## config.mk

```make
export PLATFORM = sky130hd
export DESIGN_NAME = html_entity_stream_decoder_top
export DESIGN_NICKNAME = d
export VERILOG_FILES = /design/src/rtl/hesd_pkg.sv /design/src/rtl/hesd_ram.sv /design/src/rtl/hesd_ctrl.sv /design/src/rtl/hesd_datapath.sv /design/src/rtl/html_entity_stream_decoder_top.sv
export SDC_FILE = /design/constraint.sdc
export NUM_CORES = 1
export LEC_CHECK = 0
export BUFFER_PORTS_ARGS = -buffer_cell sky130_fd_sc_hd__buf_4
export CAP_MARGIN = 25
export CORE_UTILIZATION = 35
export CTS_BUF_LIST = sky130_fd_sc_hd__clkbuf_2
export DETAILED_ROUTE_END_ITERATION = 10
export SYNTH_ARGS = -nofsm -noshare
export SYNTH_HDL_FRONTEND = slang
export SYNTH_SLANG_ARGS = --single-unit
export TNS_END_PERCENT = 5
```

## constraint.sdc

```tcl
create_clock -name clk -period 16 [get_ports clk]
set_input_delay 3.2 -clock clk [delete_from_list [all_inputs] [get_ports clk]]
set_output_delay 3.2 -clock clk [all_outputs]
set_load 0.02 [all_outputs]
```

## src/rtl/hesd_pkg.sv

```systemverilog
// Shared types, constants and named-reference table for the entity decoder.
`timescale 1ns / 1ps

package hesd_pkg;

    localparam int HESD_LOOKAHEAD = 32;
    localparam int HESD_NAMES     = 15;
    localparam int HESD_NAME_MAX  = 6;

    localparam logic [15:0] CH_AMP   = 16'h0026;
    localparam logic [15:0] CH_SEMI  = 16'h003B;
    localparam logic [15:0] CH_HASH  = 16'h0023;
    localparam logic [15:0] CH_LX    = 16'h0078;
    localparam logic [15:0] CH_UX    = 16'h0058;
    localparam logic [15:0] CH_SPACE = 16'h0020;
    localparam logic [15:0] CH_NBSP  = 16'h00A0;
    localparam logic [15:0] CH_TAB   = 16'h0009;
    localparam logic [15:0] CH_CR    = 16'h000D;

    localparam logic [20:0] CP_MAX    = 21'h10FFFF;
    localparam logic [20:0] CP_PLANE1 = 21'h010000;
    localparam logic [20:0] CP_SUR_LO = 21'h00D800;
    localparam logic [20:0] CP_SUR_HI = 21'h00DFFF;
    localparam logic [15:0] SUR_LEAD  = 16'hD800;
    localparam logic [15:0] SUR_TRAIL = 16'hDC00;

    typedef struct packed {
        logic take;
        logic rd;
        logic push;
        logic push_ram;
    } hesd_cmd_t;

    typedef struct packed {
        logic any;
        logic next_ram;
        logic out_free;
        logic pop_last;
    } hesd_stat_t;

    function automatic logic [2:0] name_len(input logic [3:0] k);
        logic [2:0] r;
        unique case (k)
            4'd0:    r = 3'd4;
            4'd1:    r = 3'd3;
            4'd2:    r = 3'd2;
            4'd3:    r = 3'd2;
            4'd4:    r = 3'd4;
            4'd5:    r = 3'd4;
            4'd6:    r = 3'd4;
            4'd7:    r = 3'd4;
            4'd8:    r = 3'd6;
            4'd9:    r = 3'd6;
            4'd10:   r = 3'd6;
            4'd11:   r = 3'd5;
            4'd12:   r = 3'd5;
            4'd13:   r = 3'd5;
            4'd14:   r = 3'd4;
            default: r = 3'd0;
        endcase
        return r;
    endfunction

    function automatic logic [47:0] name_text(input logic [3:0] k);
        logic [47:0] r;
        unique case (k)
            4'd0:    r = {"nbsp", 16'h0};
            4'd1:    r = {"amp", 24'h0};
            4'd2:    r = {"lt", 32'h0};
            4'd3:    r = {"gt", 32'h0};
            4'd4:    r = {"quot", 16'h0};
            4'd5:    r = {"apos", 16'h0};
            4'd6:    r = {"ensp", 16'h0};
            4'd7:    r = {"emsp", 16'h0};
            4'd8:    r = "thinsp";
            4'd9:    r = "middot";
            4'd10:   r = "hellip";
            4'd11:   r = {"ndash", 8'h0};
            4'd12:   r = {"mdash", 8'h0};
            4'd13:   r = {"times", 8'h0};
            4'd14:   r = {"vert", 16'h0};
            default: r = 48'h0;
        endcase
        return r;
    endfunction

    function automatic logic [15:0] name_unit(input logic [3:0] k);
        logic [15:0] r;
        unique case (k)
            4'd0:    r = 16'h00A0;
            4'd1:    r = 16'h0026;
            4'd2:    r = 16'h003C;
            4'd3:    r = 16'h003E;
            4'd4:    r = 16'h0022;
            4'd5:    r = 16'h0027;
            4'd6:    r = 16'h2002;
            4'd7:    r = 16'h2003;
            4'd8:    r = 16'h2009;
            4'd9:    r = 16'h00B7;
            4'd10:   r = 16'h2026;
            4'd11:   r = 16'h2013;
            4'd12:   r = 16'h2014;
            4'd13:   r = 16'h00D7;
            4'd14:   r = 16'h007C;
            default: r = 16'h0000;
        endcase
        return r;
    endfunction

    // character at position pos (0..5) of name k
    function automatic logic [7:0] name_char(input logic [3:0] k, input logic [2:0] pos);
        logic [47:0] t;
        t = name_text(k);
        return 8'(t >> (6'd40 - {pos, 3'b000}));
    endfunction

endpackage

```

## src/rtl/hesd_ram.sv

```systemverilog
// Generic single-write, single-read RAM with registered read data.
`timescale 1ns / 1ps

module hesd_ram #(
    parameter int WIDTH = 16,
    parameter int DEPTH = 32
) (
    input  logic                     clk,
    input  logic                     wr_en,
    input  logic [$clog2(DEPTH)-1:0] wr_addr,
    input  logic [WIDTH-1:0]         wr_data,
    input  logic                     rd_en,
    input  logic [$clog2(DEPTH)-1:0] rd_addr,
    output logic [WIDTH-1:0]         rd_data
);

    logic [WIDTH-1:0] mem [DEPTH];
    logic [WIDTH-1:0] rd_data_reg;

    always_ff @(posedge clk)
    begin
        if (wr_en)
        begin
            mem[wr_addr] <= wr_data;
        end
        if (rd_en)
        begin
            rd_data_reg <= mem[rd_addr];
        end
    end

    assign rd_data = rd_data_reg;

endmodule

```

## src/rtl/hesd_ctrl.sv

```systemverilog
// Control state machine: request intake and result sequencing.
`timescale 1ns / 1ps

module hesd_ctrl import hesd_pkg::*; (
    input  logic       clk,
    input  logic       rst_n,
    input  logic       in_valid,
    output logic       in_stall,
    input  hesd_stat_t stat,
    output hesd_cmd_t  cmd
);

    localparam logic [1:0] S_IDLE = 2'd0;
    localparam logic [1:0] S_EMIT = 2'd1;
    localparam logic [1:0] S_RAMW = 2'd2;

    logic [1:0] state_reg;
    logic [1:0] state_next;

    always_comb
    begin
        state_next = state_reg;
        cmd        = '0;
        unique case (state_reg)
            S_IDLE:
            begin
                if (in_valid)
                begin
                    cmd.take   = 1'b1;
                    state_next = S_EMIT;
                end
            end
            S_EMIT:
            begin
                if (!stat.any)
                begin
                    state_next = S_IDLE;
                end
                else if (stat.next_ram)
                begin
                    cmd.rd     = 1'b1;
                    state_next = S_RAMW;
                end
                else if (stat.out_free)
                begin
                    cmd.push = 1'b1;
                    if (stat.pop_last)
                    begin
                        state_next = S_IDLE;
                    end
                end
            end
            S_RAMW:
            begin
                if (stat.out_free)
                begin
                    cmd.push_ram = 1'b1;
                    state_next   = stat.pop_last ? S_IDLE : S_EMIT;
                end
            end
            default:
            begin
                state_next = S_IDLE;
            end
        endcase
    end

    always_ff @(posedge clk or negedge rst_n)
    begin
        if (!rst_n)
        begin
            state_reg <= S_IDLE;
        end
        else
        begin
            state_reg <= state_next;
        end
    end

    assign in_stall = (state_reg != S_IDLE);

endmodule

```

## src/rtl/hesd_datapath.sv

```systemverilog
// Datapath: reference parsing, held-unit RAM, result queue and output register.
`timescale 1ns / 1ps

module hesd_datapath import hesd_pkg::*; #(
    parameter int LOOKAHEAD = HESD_LOOKAHEAD
) (
    input  logic        clk,
    input  logic        rst_n,
    input  hesd_cmd_t   cmd,
    output hesd_stat_t  stat,
    input  logic [15:0] code_unit,
    input  logic        end_of_text,
    output logic        out_valid,
    input  logic        out_stall,
    output logic [15:0] out_unit,
    output logic        last_of_run,
    output logic        text_done
);

    localparam int CW = $clog2(LOOKAHEAD + 1);
    localparam int AW = $clog2(LOOKAHEAD);

    // candidate state
    logic          in_ref_reg, in_ref_next;
    logic [CW-1:0] cnt_reg, cnt_next;
    logic          is_num_reg, is_num_next;
    logic          hex_reg, hex_next;
    logic          nfail_reg, nfail_next;
    logic [3:0]    ndig_reg, ndig_next;
    logic [20:0]   val_reg, val_next;
    logic [HESD_NAMES-1:0] mask_reg, mask_next;

    // pending results of the current request
    logic          amp_reg, amp_next;
    logic [CW-1:0] lit_reg, lit_next;
    logic          t1_reg, t1_next;
    logic          t2_reg, t2_next;
    logic          ea_reg, ea_next;
    logic          eot_reg, eot_next;
    logic [15:0]   t1_val_reg, t1_val_next;
    logic [15:0]   t2_val_reg, t2_val_next;
    logic [AW-1:0] rd_idx_reg, rd_idx_next;

    logic          out_valid_reg, out_valid_next;
    logic [15:0]   out_unit_reg, out_unit_next;
    logic          out_last_reg, out_last_next;
    logic          out_done_reg, out_done_next;

    logic          wr_en;
    logic [15:0]   rd_data;

    // request classification
    logic          is_amp, is_semi, is_ws;
    logic [2:0]    pos;
    logic          pos_ok;
    logic [HESD_NAMES-1:0] mask_base, mask_new;
    logic          dig_dec, dig_hex, dig_ok;
    logic [3:0]    dig_w;
    logic [24:0]   nv;
    logic          num_ok, name_hit, dec_ok, dec_pair;
    logic [15:0]   name_u, dec_u1, dec_u2;
    logic [19:0]   sup_off;
    logic [CW-1:0] cnt_inc;

    logic          pop_last;
    logic [15:0]   pop_unit;

    hesd_ram #(
        .WIDTH (16),
        .DEPTH (LOOKAHEAD)
    ) u_held (
        .clk     (clk),
        .wr_en   (wr_en),
        .wr_addr (cnt_reg[AW-1:0]),
        .wr_data (code_unit),
        .rd_en   (cmd.rd),
        .rd_addr (rd_idx_reg),
        .rd_data (rd_data)
    );

    assign is_amp  = (code_unit == CH_AMP);
    assign is_semi = (code_unit == CH_SEMI);
    assign is_ws   = (code_unit >= CH_TAB && code_unit <= CH_CR) ||
                     (code_unit == CH_SPACE) || (code_unit == CH_NBSP);

    assign pos       = cnt_reg[2:0];
    assign pos_ok    = (cnt_reg < CW'(HESD_NAME_MAX));
    assign mask_base = (cnt_reg == '0) ? '1 : mask_reg;
    assign cnt_inc   = cnt_reg + 1'b1;

    always_comb
    begin
        for (int k = 0; k < HESD_NAMES; k++)
        begin
            mask_new[k] = mask_base[k] && pos_ok &&
                          (name_len(4'(k)) > pos) &&
                          (code_unit == {8'h00, name_char(4'(k), pos)});
        end
    end

    always_comb
    begin
        name_hit = 1'b0;
        name_u   = 16'h0000;
        for (int k = HESD_NAMES - 1; k >= 0; k--)
        begin
            if (mask_reg[k] && (CW'(name_len(4'(k))) == cnt_reg))
            begin
                name_hit = 1'b1;
                name_u   = name_unit(4'(k));
            end
        end
    end

    assign dig_dec = (code_unit >= 16'h0030) && (code_unit <= 16'h0039);
    assign dig_hex = hex_reg && (((code_unit >= 16'h0061) && (code_unit <= 16'h0066)) ||
                                 ((code_unit >= 16'h0041) && (code_unit <= 16'h0046)));
    assign dig_ok  = dig_dec || dig_hex;
    assign dig_w   = dig_dec ? code_unit[3:0] : (code_unit[3:0] + 4'd9);
    assign nv      = (hex_reg ? {val_reg, 4'b0000} : (25'(val_reg) * 25'd10)) + 25'(dig_w);

    assign num_ok   = !nfail_reg && (ndig_reg != 4'd0) && (val_reg != '0) &&
                      !((val_reg >= CP_SUR_LO) && (val_reg <= CP_SUR_HI));
    assign dec_ok   = (cnt_reg != '0) && (is_num_reg ? num_ok : name_hit);
    assign dec_pair = is_num_reg && (val_reg >= CP_PLANE1);
    assign sup_off  = 20'(val_reg - CP_PLANE1);
    assign dec_u1   = !is_num_reg ? name_u :
                      dec_pair ? (SUR_LEAD + {6'b0, sup_off[19:10]}) : val_reg[15:0];
    assign dec_u2   = SUR_TRAIL + {6'b0, sup_off[9:0]};

    // next item to leave the queue
    always_comb
    begin
        if (!amp_reg && (lit_reg != '0))
        begin
            pop_last = (lit_reg == CW'(1)) && !t1_reg && !t2_reg && !ea_reg;
        end
        else if (amp_reg)
        begin
            pop_last = (lit_reg == '0) && !t1_reg && !t2_reg && !ea_reg;
        end
        else if (t1_reg)
        begin
            pop_last = !t2_reg && !ea_reg;
        end
        else if (t2_reg)
        begin
            pop_last = !ea_reg;
        end
        else
        begin
            pop_last = 1'b1;
        end
    end

    assign pop_unit = amp_reg ? CH_AMP : t1_reg ? t1_val_reg : t2_reg ? t2_val_reg : CH_AMP;

    always_comb
    begin
        in_ref_next  = in_ref_reg;
        cnt_next     = cnt_reg;
        is_num_next  = is_num_reg;
        hex_next     = hex_reg;
        nfail_next   = nfail_reg;
        ndig_next    = ndig_reg;
        val_next     = val_reg;
        mask_next    = mask_reg;
        amp_next     = amp_reg;
        lit_next     = lit_reg;
        t1_next      = t1_reg;
        t2_next      = t2_reg;
        ea_next      = ea_reg;
        eot_next     = eot_reg;
        t1_val_next  = t1_val_reg;
        t2_val_next  = t2_val_reg;
        rd_idx_next  = rd_idx_reg;
        out_unit_next = out_unit_reg;
        out_last_next = out_last_reg;
        out_done_next = out_done_reg;
        out_valid_next = out_valid_reg && out_stall;
        wr_en        = 1'b0;

        if (cmd.take)
        begin
            amp_next    = 1'b0;
            lit_next    = '0;
            t1_next     = 1'b0;
            t2_next     = 1'b0;
            ea_next     = 1'b0;
            eot_next    = end_of_text;
            t1_val_next = code_unit;
            rd_idx_next = '0;

            if (!in_ref_reg)
            begin
                if (is_amp)
                begin
                    in_ref_next = 1'b1;
                    cnt_next    = '0;
                end
                else
                begin
                    t1_next = 1'b1;
                end
            end
            else if (is_semi)
            begin
                in_ref_next = 1'b0;
                cnt_next    = '0;
                if (dec_ok)
                begin
                    t1_next     = 1'b1;
                    t1_val_next = dec_u1;
                    t2_next     = dec_pair;
                    t2_val_next = dec_u2;
                end
                else
                begin
                    amp_next = 1'b1;
                    lit_next = cnt_reg;
                    t1_next  = 1'b1;
                end
            end
            else if (is_amp)
            begin
                amp_next = 1'b1;
                lit_next = cnt_reg;
                cnt_next = '0;
            end
            else if (is_ws)
            begin
                amp_next    = 1'b1;
                lit_next    = cnt_reg;
                t1_next     = 1'b1;
                in_ref_next = 1'b0;
                cnt_next    = '0;
            end
            else
            begin
                wr_en     = 1'b1;
                mask_next = mask_new;
                if (cnt_reg == '0)
                begin
                    is_num_next = (code_unit == CH_HASH);
                    hex_next    = 1'b0;
                    nfail_next  = 1'b0;
                    ndig_next   = 4'd0;
                    val_next    = '0;
                end
                else if (is_num_reg)
                begin
                    if ((cnt_reg == CW'(1)) && (code_unit == CH_LX || code_unit == CH_UX))
                    begin
                        hex_next = 1'b1;
                    end
                    else if (!dig_ok || (ndig_reg == 4'd8) || (nv > 25'(CP_MAX)))
                    begin
                        nfail_next = 1'b1;
                    end
                    else
                    begin
                        val_next  = nv[20:0];
                        ndig_next = ndig_reg + 4'd1;
                    end
                end
                if (cnt_inc == CW'(LOOKAHEAD))
                begin
                    amp_next    = 1'b1;
                    lit_next    = cnt_inc;
                    in_ref_next = 1'b0;
                    cnt_next    = '0;
                end
                else
                begin
                    cnt_next = cnt_inc;
                end
            end

            // end of text flushes a pending candidate
            if (end_of_text && in_ref_next)
            begin
                if (in_ref_reg && is_amp)
                begin
                    ea_next = 1'b1;
                end
                else
                begin
                    amp_next = 1'b1;
                    lit_next = cnt_next;
                end
                in_ref_next = 1'b0;
                cnt_next    = '0;
            end
        end
        else if (cmd.push)
        begin
            out_valid_next = 1'b1;
            out_unit_next  = pop_unit;
            out_last_next  = pop_last;
            out_done_next  = pop_last && eot_reg;
            if (amp_reg)
            begin
                amp_next = 1'b0;
            end
            else if (t1_reg)
            begin
                t1_next = 1'b0;
            end
            else if (t2_reg)
            begin
                t2_next = 1'b0;
            end
            else
            begin
                ea_next = 1'b0;
            end
        end
        else if (cmd.push_ram)
        begin
            out_valid_next = 1'b1;
            out_unit_next  = rd_data;
            out_last_next  = pop_last;
            out_done_next  = pop_last && eot_reg;
            lit_next       = lit_reg - 1'b1;
            rd_idx_next    = rd_idx_reg + 1'b1;
        end
    end

    always_ff @(posedge clk or negedge rst_n)
    begin
        if (!rst_n)
        begin
            in_ref_reg    <= 1'b0;
            cnt_reg       <= '0;
            amp_reg       <= 1'b0;
            lit_reg       <= '0;
            t1_reg        <= 1'b0;
            t2_reg        <= 1'b0;
            ea_reg        <= 1'b0;
            eot_reg       <= 1'b0;
            rd_idx_reg    <= '0;
            out_valid_reg <= 1'b0;
        end
        else
        begin
            in_ref_reg    <= in_ref_next;
            cnt_reg       <= cnt_next;
            amp_reg       <= amp_next;
            lit_reg       <= lit_next;
            t1_reg        <= t1_next;
            t2_reg        <= t2_next;
            ea_reg        <= ea_next;
            eot_reg       <= eot_next;
            rd_idx_reg    <= rd_idx_next;
            out_valid_reg <= out_valid_next;
        end
    end

    always_ff @(posedge clk)
    begin
        is_num_reg   <= is_num_next;
        hex_reg      <= hex_next;
        nfail_reg    <= nfail_next;
        ndig_reg     <= ndig_next;
        val_reg      <= val_next;
        mask_reg     <= mask_next;
        t1_val_reg   <= t1_val_next;
        t2_val_reg   <= t2_val_next;
        out_unit_reg <= out_unit_next;
        out_last_reg <= out_last_next;
        out_done_reg <= out_done_next;
    end

    assign stat.any      = amp_reg || (lit_reg != '0) || t1_reg || t2_reg || ea_reg;
    assign stat.next_ram = !amp_reg && (lit_reg != '0);
    assign stat.out_free = !out_valid_reg || !out_stall;
    assign stat.pop_last = pop_last;

    assign out_valid   = out_valid_reg;
    assign out_unit    = out_unit_reg;
    assign last_of_run = out_last_reg;
    assign text_done   = out_done_reg;

endmodule

```

## src/rtl/html_entity_stream_decoder_top.sv

```systemverilog
// Top level of the HTML character reference stream decoder.
//
//  channel | valid     | stall     | payload
//  input   | in_valid  | in_stall  | code_unit[15:0], end_of_text
//  output  | out_valid | out_stall | out_unit[15:0], last_of_run, text_done
//
// A request is accepted in S_IDLE; its results then leave in turn, and each held unit
// replayed from the RAM is first read, then loaded into the result register.
// rst_n clears the control state; the held-unit RAM is not cleared.
// Output stalls hold the result register and pause sequencing; in_stall is high
// from acceptance until the last result of the request is loaded.
`timescale 1ns / 1ps

module html_entity_stream_decoder_top import hesd_pkg::*; #(
    parameter int LOOKAHEAD = HESD_LOOKAHEAD
) (
    input  logic        clk,
    input  logic        rst_n,
    input  logic        in_valid,
    output logic        in_stall,
    input  logic [15:0] code_unit,
    input  logic        end_of_text,
    output logic        out_valid,
    input  logic        out_stall,
    output logic [15:0] out_unit,
    output logic        last_of_run,
    output logic        text_done
);

    hesd_cmd_t  cmd;
    hesd_stat_t stat;

    hesd_ctrl u_ctrl (
        .clk      (clk),
        .rst_n    (rst_n),
        .in_valid (in_valid),
        .in_stall (in_stall),
        .stat     (stat),
        .cmd      (cmd)
    );

    hesd_datapath #(
        .LOOKAHEAD (LOOKAHEAD)
    ) u_dp (
        .clk         (clk),
        .rst_n       (rst_n),
        .cmd         (cmd),
        .stat        (stat),
        .code_unit   (code_unit),
        .end_of_text (end_of_text),
        .out_valid   (out_valid),
        .out_stall   (out_stall),
        .out_unit    (out_unit),
        .last_of_run (last_of_run),
        .text_done   (text_done)
    );

endmodule

```

Yosys cells after proc, flatten, opt, wreduce, memory -nomap -nowiden
Memories as Yosys holds them, arrays and structs flattened. A register that Yosys moved wholly into a read port is not among the register bits. Cells that the tools add are included.

Mux-type cells: 150. $mul: 1. Order comparisons: 18. Add/sub/neg operators: 10. Reduce and logical (&&, ||, !) cells: 131. Bitwise gates (word level): 4. Equal/unequal tests: 43. Shifts and indexed selects: 15.

Operators by type and width (number): 47-bit by 6-bit >> shifter with 8-bit output (first input constant) (15); 16-bit by 8-bit equality test with 1-bit output (15); 14-bit two-way mux (13); 16-bit two-way mux (10); 6-bit two-way mux (18); 1-bit two-way mux (86); 1-bit logical AND (84); 16-bit by 6-bit equality test with 1-bit output (second input constant) (4); 21-bit two-way mux (3); 15-bit by 11-bit adder with 16-bit output (first input constant) (2); 16-bit by 7-bit equality test with 1-bit output (second input constant) (2); 16-bit by 7-bit greater-or-equal comparator with 1-bit output (second input constant) (2); 16-bit by 7-bit <= comparator with 1-bit output (second input constant) (2); 25-bit by 4-bit adder with 25-bit output (1); 25-bit by 21-bit greater-than comparator with 1-bit output (second input constant) (1); 25-bit two-way mux (1); 21-bit by 3-bit multiplier with 24-bit output (second input constant) (1); 21-bit by 16-bit greater-or-equal comparator with 1-bit output (second input constant) (1); 21-bit by 17-bit greater-or-equal comparator with 1-bit output (second input constant) (1); 21-bit by 16-bit <= comparator with 1-bit output (second input constant) (1); 21-bit nonzero test (1); 20-bit by 17-bit subtractor with 20-bit output (second input constant) (1); 3-bit by 6-bit equality test with 1-bit output (first input constant) (3); 16-bit by 8-bit equality test with 1-bit output (second input constant) (1); other kinds (45) (103).

Output and inout port bits: 20. Logic and storage cells: 395. Input port bits: 21. Register bits after elaboration: 119. Memories: 1. Memory bits (writable): 512.

Memories: u_dp.u_held.mem (depth 32, width 16, rd ports 1, clocked after memory_dff 1, wr ports 1, RTL line hesd_ram.sv:17) `logic [WIDTH-1:0] mem [DEPTH];`.

Longest topological paths before layout
Word-level depth: 25. Mapped depth: 22. Gate-level depth less buffers: 21.

Cells and area by module
From an unflattened synthesis, not the netlist that was laid out.

Cell total of the unflattened synthesis: 2273. Area total of the unflattened synthesis: 30379.1 sq um.

Modules (own cells, without submodules): hesd_ram (cells an instance 1143, area an instance 20694.8 sq um, seq. area each 15855.2 sq um, instances 1); hesd_datapath (cells an instance 1117, area an instance 9545.4 sq um, seq. area each 3213.1 sq um, instances 1); hesd_ctrl (cells an instance 13, area an instance 138.9 sq um, seq. area each 50.0 sq um, instances 1).

Worst setup path before layout
No wires, ideal clock.

Kind: input to register. Start: in code_unit[1]. End: reg u_dp.ndig_reg[0] (enable). Buffers on the path: 1. Arrival: 7.569 ns. Path slack: 8.047 ns. Stages on the path: 20. Required time: 15.616 ns. Cells stage by stage: clkbuf_1 > clkinv_1 > ha_1 > nor2_1 > o21ai_0 > and3_1 > nand2b_1 > nand2_1 > xnor2_1 > ha_1 > a21o_1 > a21oi_1 > nor2_1 > nand3_1 > or4_4 > nor4_2 > mux2_2 > o21ai_2 > a21o_1 > a31o_1.

Cells in the longest elaborated chain, start to end: 10. Elaborated cells between the ends (all ways): 38. Classes of those cells: add/sub: 2; order compare: 9; eq/ne: 8; mux: 1; bitwise: 3; reduce/logical: 15.

RTL lines: start, declared (RTL line html_entity_stream_decoder_top.sv:21) `input logic [15:0] code_unit,`; parallel branches: the longest is 9 deep, another holds 25-bit by 4-bit adder with 25-bit output; 8-bit AND reduction (no source line) *; end signal, assigned (RTL line hesd_datapath.sv:364) `ndig_reg <= ndig_next;`; end, declared (RTL line hesd_datapath.sv:29) `logic [3:0] ndig_reg, ndig_next;`.

Mark *: on every way between the ends. A chain may end at the register's enable or synchronous reset.

Worst setup path after layout
Start: in code_unit[8]. End: reg u_dp.val_reg[18] (enable).

Cells in the longest elaborated chain, start to end: 10. Elaborated cells between the ends (all ways): 37. Classes of those cells: add/sub: 1; order compare: 9; eq/ne: 8; mux: 1; bitwise: 3; reduce/logical: 15.

RTL lines: parallel branches: the longest is 9 deep, another holds 25-bit by 4-bit adder with 25-bit output; 8-bit AND reduction (no source line) *; end signal, assigned (RTL line hesd_datapath.sv:365) `val_reg <= val_next;`; end, declared (RTL line hesd_datapath.sv:30) `logic [20:0] val_reg, val_next;`.

Marks and branches as above.

==> results.toml <==
[outcome]
outcome = "completed"

[power_and_ir_drop]
power.density_nw_per_um2 = 117
ir_drop_v = 0.0000907
p_leak_nw = 10.6

[yosys]
synth_edf_count = 615
async_flop_share_pct = 4.06
yosysUniqueCellTypes = 81
synth_top_family_by_area = "multiplexers"
synth_warnings = 0
synth_nets = 1994
synth_mux_area_share_pct = 13.2
synth_compound_area_share_pct = 6.97
synth-adder-area-share_pct = 2.89
netlist_area_um2 = 29400
synth-xor-area-share_pct = 2.26
avgSynthCellArea_um2 = 15.4
synth.top_cell.area_share_pct = 62.7
synth.most_common_cell = "edfxtp_1"
synth_seq_cells = 641
synthTopCellsByCount = "edfxtp_1 (615), mux4_2 (160), nand2_1 (142)"
syn_inst = 1907
ys.flop_type = "edfxtp_1"
yosysTopAreaCell = "edfxtp_1"
ys_seq_area_share_pct = 64.9
synthSimpleGateAreaFrac_pct = 7.97
synth.area.top_cells = "edfxtp_1 (63%), mux4_2 (12%), ha_1 (2.7%)"

[detailed_routing]
drt_iter0_markers = 1875
dr.pass1.iters = 5
routed_wl_um = 73900
antenna_left = 0
drcViolationCount = 0
via_count = 17900
routedWlPerCell_um = 22.8
routed_via_density = 5.52

[grt]
grt_overflow = 0
grt_pass1_wl_um = 111000
busiest_layer = "met2"
use_met2_pct = 26.7
grt_antenna_before_repair = 8
grt_pass1_vias = 17800
grt_max_degree = 105
grt.met1_usage_pct = 24.6
use_met3_pct = 3.97
grt_usage_pct = 17.4

[cells_and_area]
largest_register_ffs = 512
syn_to_final_growth_pct = 10.9
drive_above_1_share_pct = 25.3
nets = 2144
fin_util_pct = 39.5

[sta]
worst_slew_pin_slew_ns = 1.11
timing.hold.ws_ns = 0.484
period_share_pct = 46.9
fin_setup_tns_ns = 0
grt_setup_unrepaired = "false"
fin_skew_ns = 0.134
slew_headroom_pct = 25.7
fmax_ghz = 0.133
setup-violations-final = 0
period_minus_slack_ns = 7.50
final_hold_viol_count = 0
maxSlewViolCount = 0

[floorplanning]
die_area_um2 = 85300
die_w_um = 292
core_um2 = 82600
die_h_um = 292
pin_count = 41
floorplan.initialDensity_pct = 35.6
num_rows = 105

[min_path]
hp-class = "flop to flop"

[cts]
cts_buffers = 161
clk_latency_ns = 1.37
cts_setup_buffers = 0
clkSlewWorstSetupHoldPaths_ns = 0.14
cts_root_buffer = "clkbuf_2"
htreeDepth = 4
cts_num_sinks = 641
cts_buffer_depth = 3
hold_buffers = 0
cts_tree = "yes"
cts_resized = 0

[worst_setup_path]
cpPeakStageDelay_ns = 0.86
cp_slowest_cell = "nor4_1"
cp-start-kind = "primary input"
crit_family = "simple AND/OR/NAND/NOR gates"
path_buf_inv = 2
crit_top_cell = "nand2b_1"
worst-endpoint-required_ns = 17.04
cp_max_fo = 34
arrival_ns = 8.54
path_class = "primary input to flop"
cp_cell_sequence = "buf_4, nor4_1, nand3_1, nand2b_1, o21ai_0, ha_1, fa_1, a21oi_1, nor2_1, nand3_1, nand2b_1, nor3_1, nand2b_1, nor3_1, nand2_1, xnor2_1, a21o_1, a31o_1, buf_16"
end_kind = "flop"

[placed_design]
hpwl_um = 46400
gp_congestion = 0.901
io_buffer_count = 40

[flow_run]
drv_cap = 0
path summary, 6_finish.rpt:
path	from	to	slack [ns]	depth (start not counted)
setup / recovery	code_unit[8]	u_dp.val_reg[18]$_SDFFCE_PP0P_	8.50	19
hold / removal	u_dp.eot_reg$_DFFE_PN0P_	u_dp.eot_reg$_DFFE_PN0P_	0.48	2
setup reg to reg	u_dp.val_reg[10]$_SDFFCE_PP0P_	u_dp.val_reg[18]$_SDFFCE_PP0P_	10.71	14
hold reg to reg	u_dp.eot_reg$_DFFE_PN0P_	u_dp.eot_reg$_DFFE_PN0P_	0.48	2
max in group asynchronous	rst_n	u_dp.rd_idx_reg[0]$_DFFE_PN0P_	13.88	1
min in group asynchronous	rst_n	u_dp.cnt_reg[1]$_DFFE_PN0P_	1.73	1
where the power goes:
| group | switching (W) | internal, W | total [W] |
|---|---|---|---|
| Combinational | 0.000399 | 0.000336 | 0.000735 |
| Clock | 0.000652 | 0.000427 | 0.00108 |
| Sequential | 0.0000690 | 0.00192 | 0.00199 |
| Total | 0.00112 | 0.00269 | 0.00381 |
metrics by stage:
step | cell area (um2) | total power (W) | setup WS [ns] | std cells
after detailed placement | 31100 | 0.00278 | 6.78 | 2954
after global routing | 32600 | 0.00399 | 8.12 | 3235
final | 32700 | 0.00381 | 8.50 | 3238
after floorplan | 29400 | 0.00252 | 8.05 | 1907
after CTS | 32500 | 0.00385 | 8.30 | 3222
after global placement | 31000 | 0.00277 | 6.93 | 2949
area by class of cell:
cell class              count  area [um2]
multi-input cells        1130        9850
clock inverters            45         297
fillers                  7598       50000
well taps                1070        1340
clock buffers             223        1120
flip-flops and latches    641       19100
diodes                      6        15.0
repair buffers             90         787
inverters                  33         124
kinds of logic after synthesis:
group | Yosys count
flops | 641
simple gates | 487
compound gates | 314
mux | 186
buf+inv | 136
xor+xnor | 76
fa+ha+maj | 67
worst register-to-register path, cell delays in order (launching register included):
cell and delay (ns):
edfxtp_1 0.65, ha_1 0.33, ha_1 0.40, a211o_1 0.36
a2111oi_0 0.41, nor3_1 0.11, nor3_1 0.52, xnor2_1 0.21
or3b_1 0.39, a211oi_2 0.30, nand3_1 0.12, mux2_2 0.29
a21oi_1 0.18, a31o_1 0.50, buf_16 0.22
cells in the final DEF (no fill, tap or decap), drive strengths merged, types with 13 or more instances in the layout:
| cell type | instances |
|---|---|
| nor2 | 134 |
| edfxtp | 615 |
| and3 | 15 |
| a31oi | 14 |
| inv | 35 |
| nand2b | 18 |
| clkbuf | 224 |
| dfrtp | 26 |
| a21oi | 83 |
| mux4 | 160 |
| nor3 | 42 |
| a211oi | 14 |
| nand3 | 36 |
| clkinv | 36 |
| nor4 | 20 |
| xnor2 | 52 |
| o31ai | 20 |
| buf | 89 |
| nand2 | 142 |
| mux2 | 18 |
| nor2b | 16 |
| and2 | 13 |
| o21ai | 70 |
| ha | 64 |
| nand4 | 13 |
| xor2 | 24 |
metal layers:
metal | up-vias | wire length [um]
met3 | 86 | 5140
met4 | 2 | 1170
met5 | - | 12
met1 | 9126 | 33100
met2 | 686 | 34500
li1 | 7961 | -
Note: power is estimated with default switching activity, not from simulation.
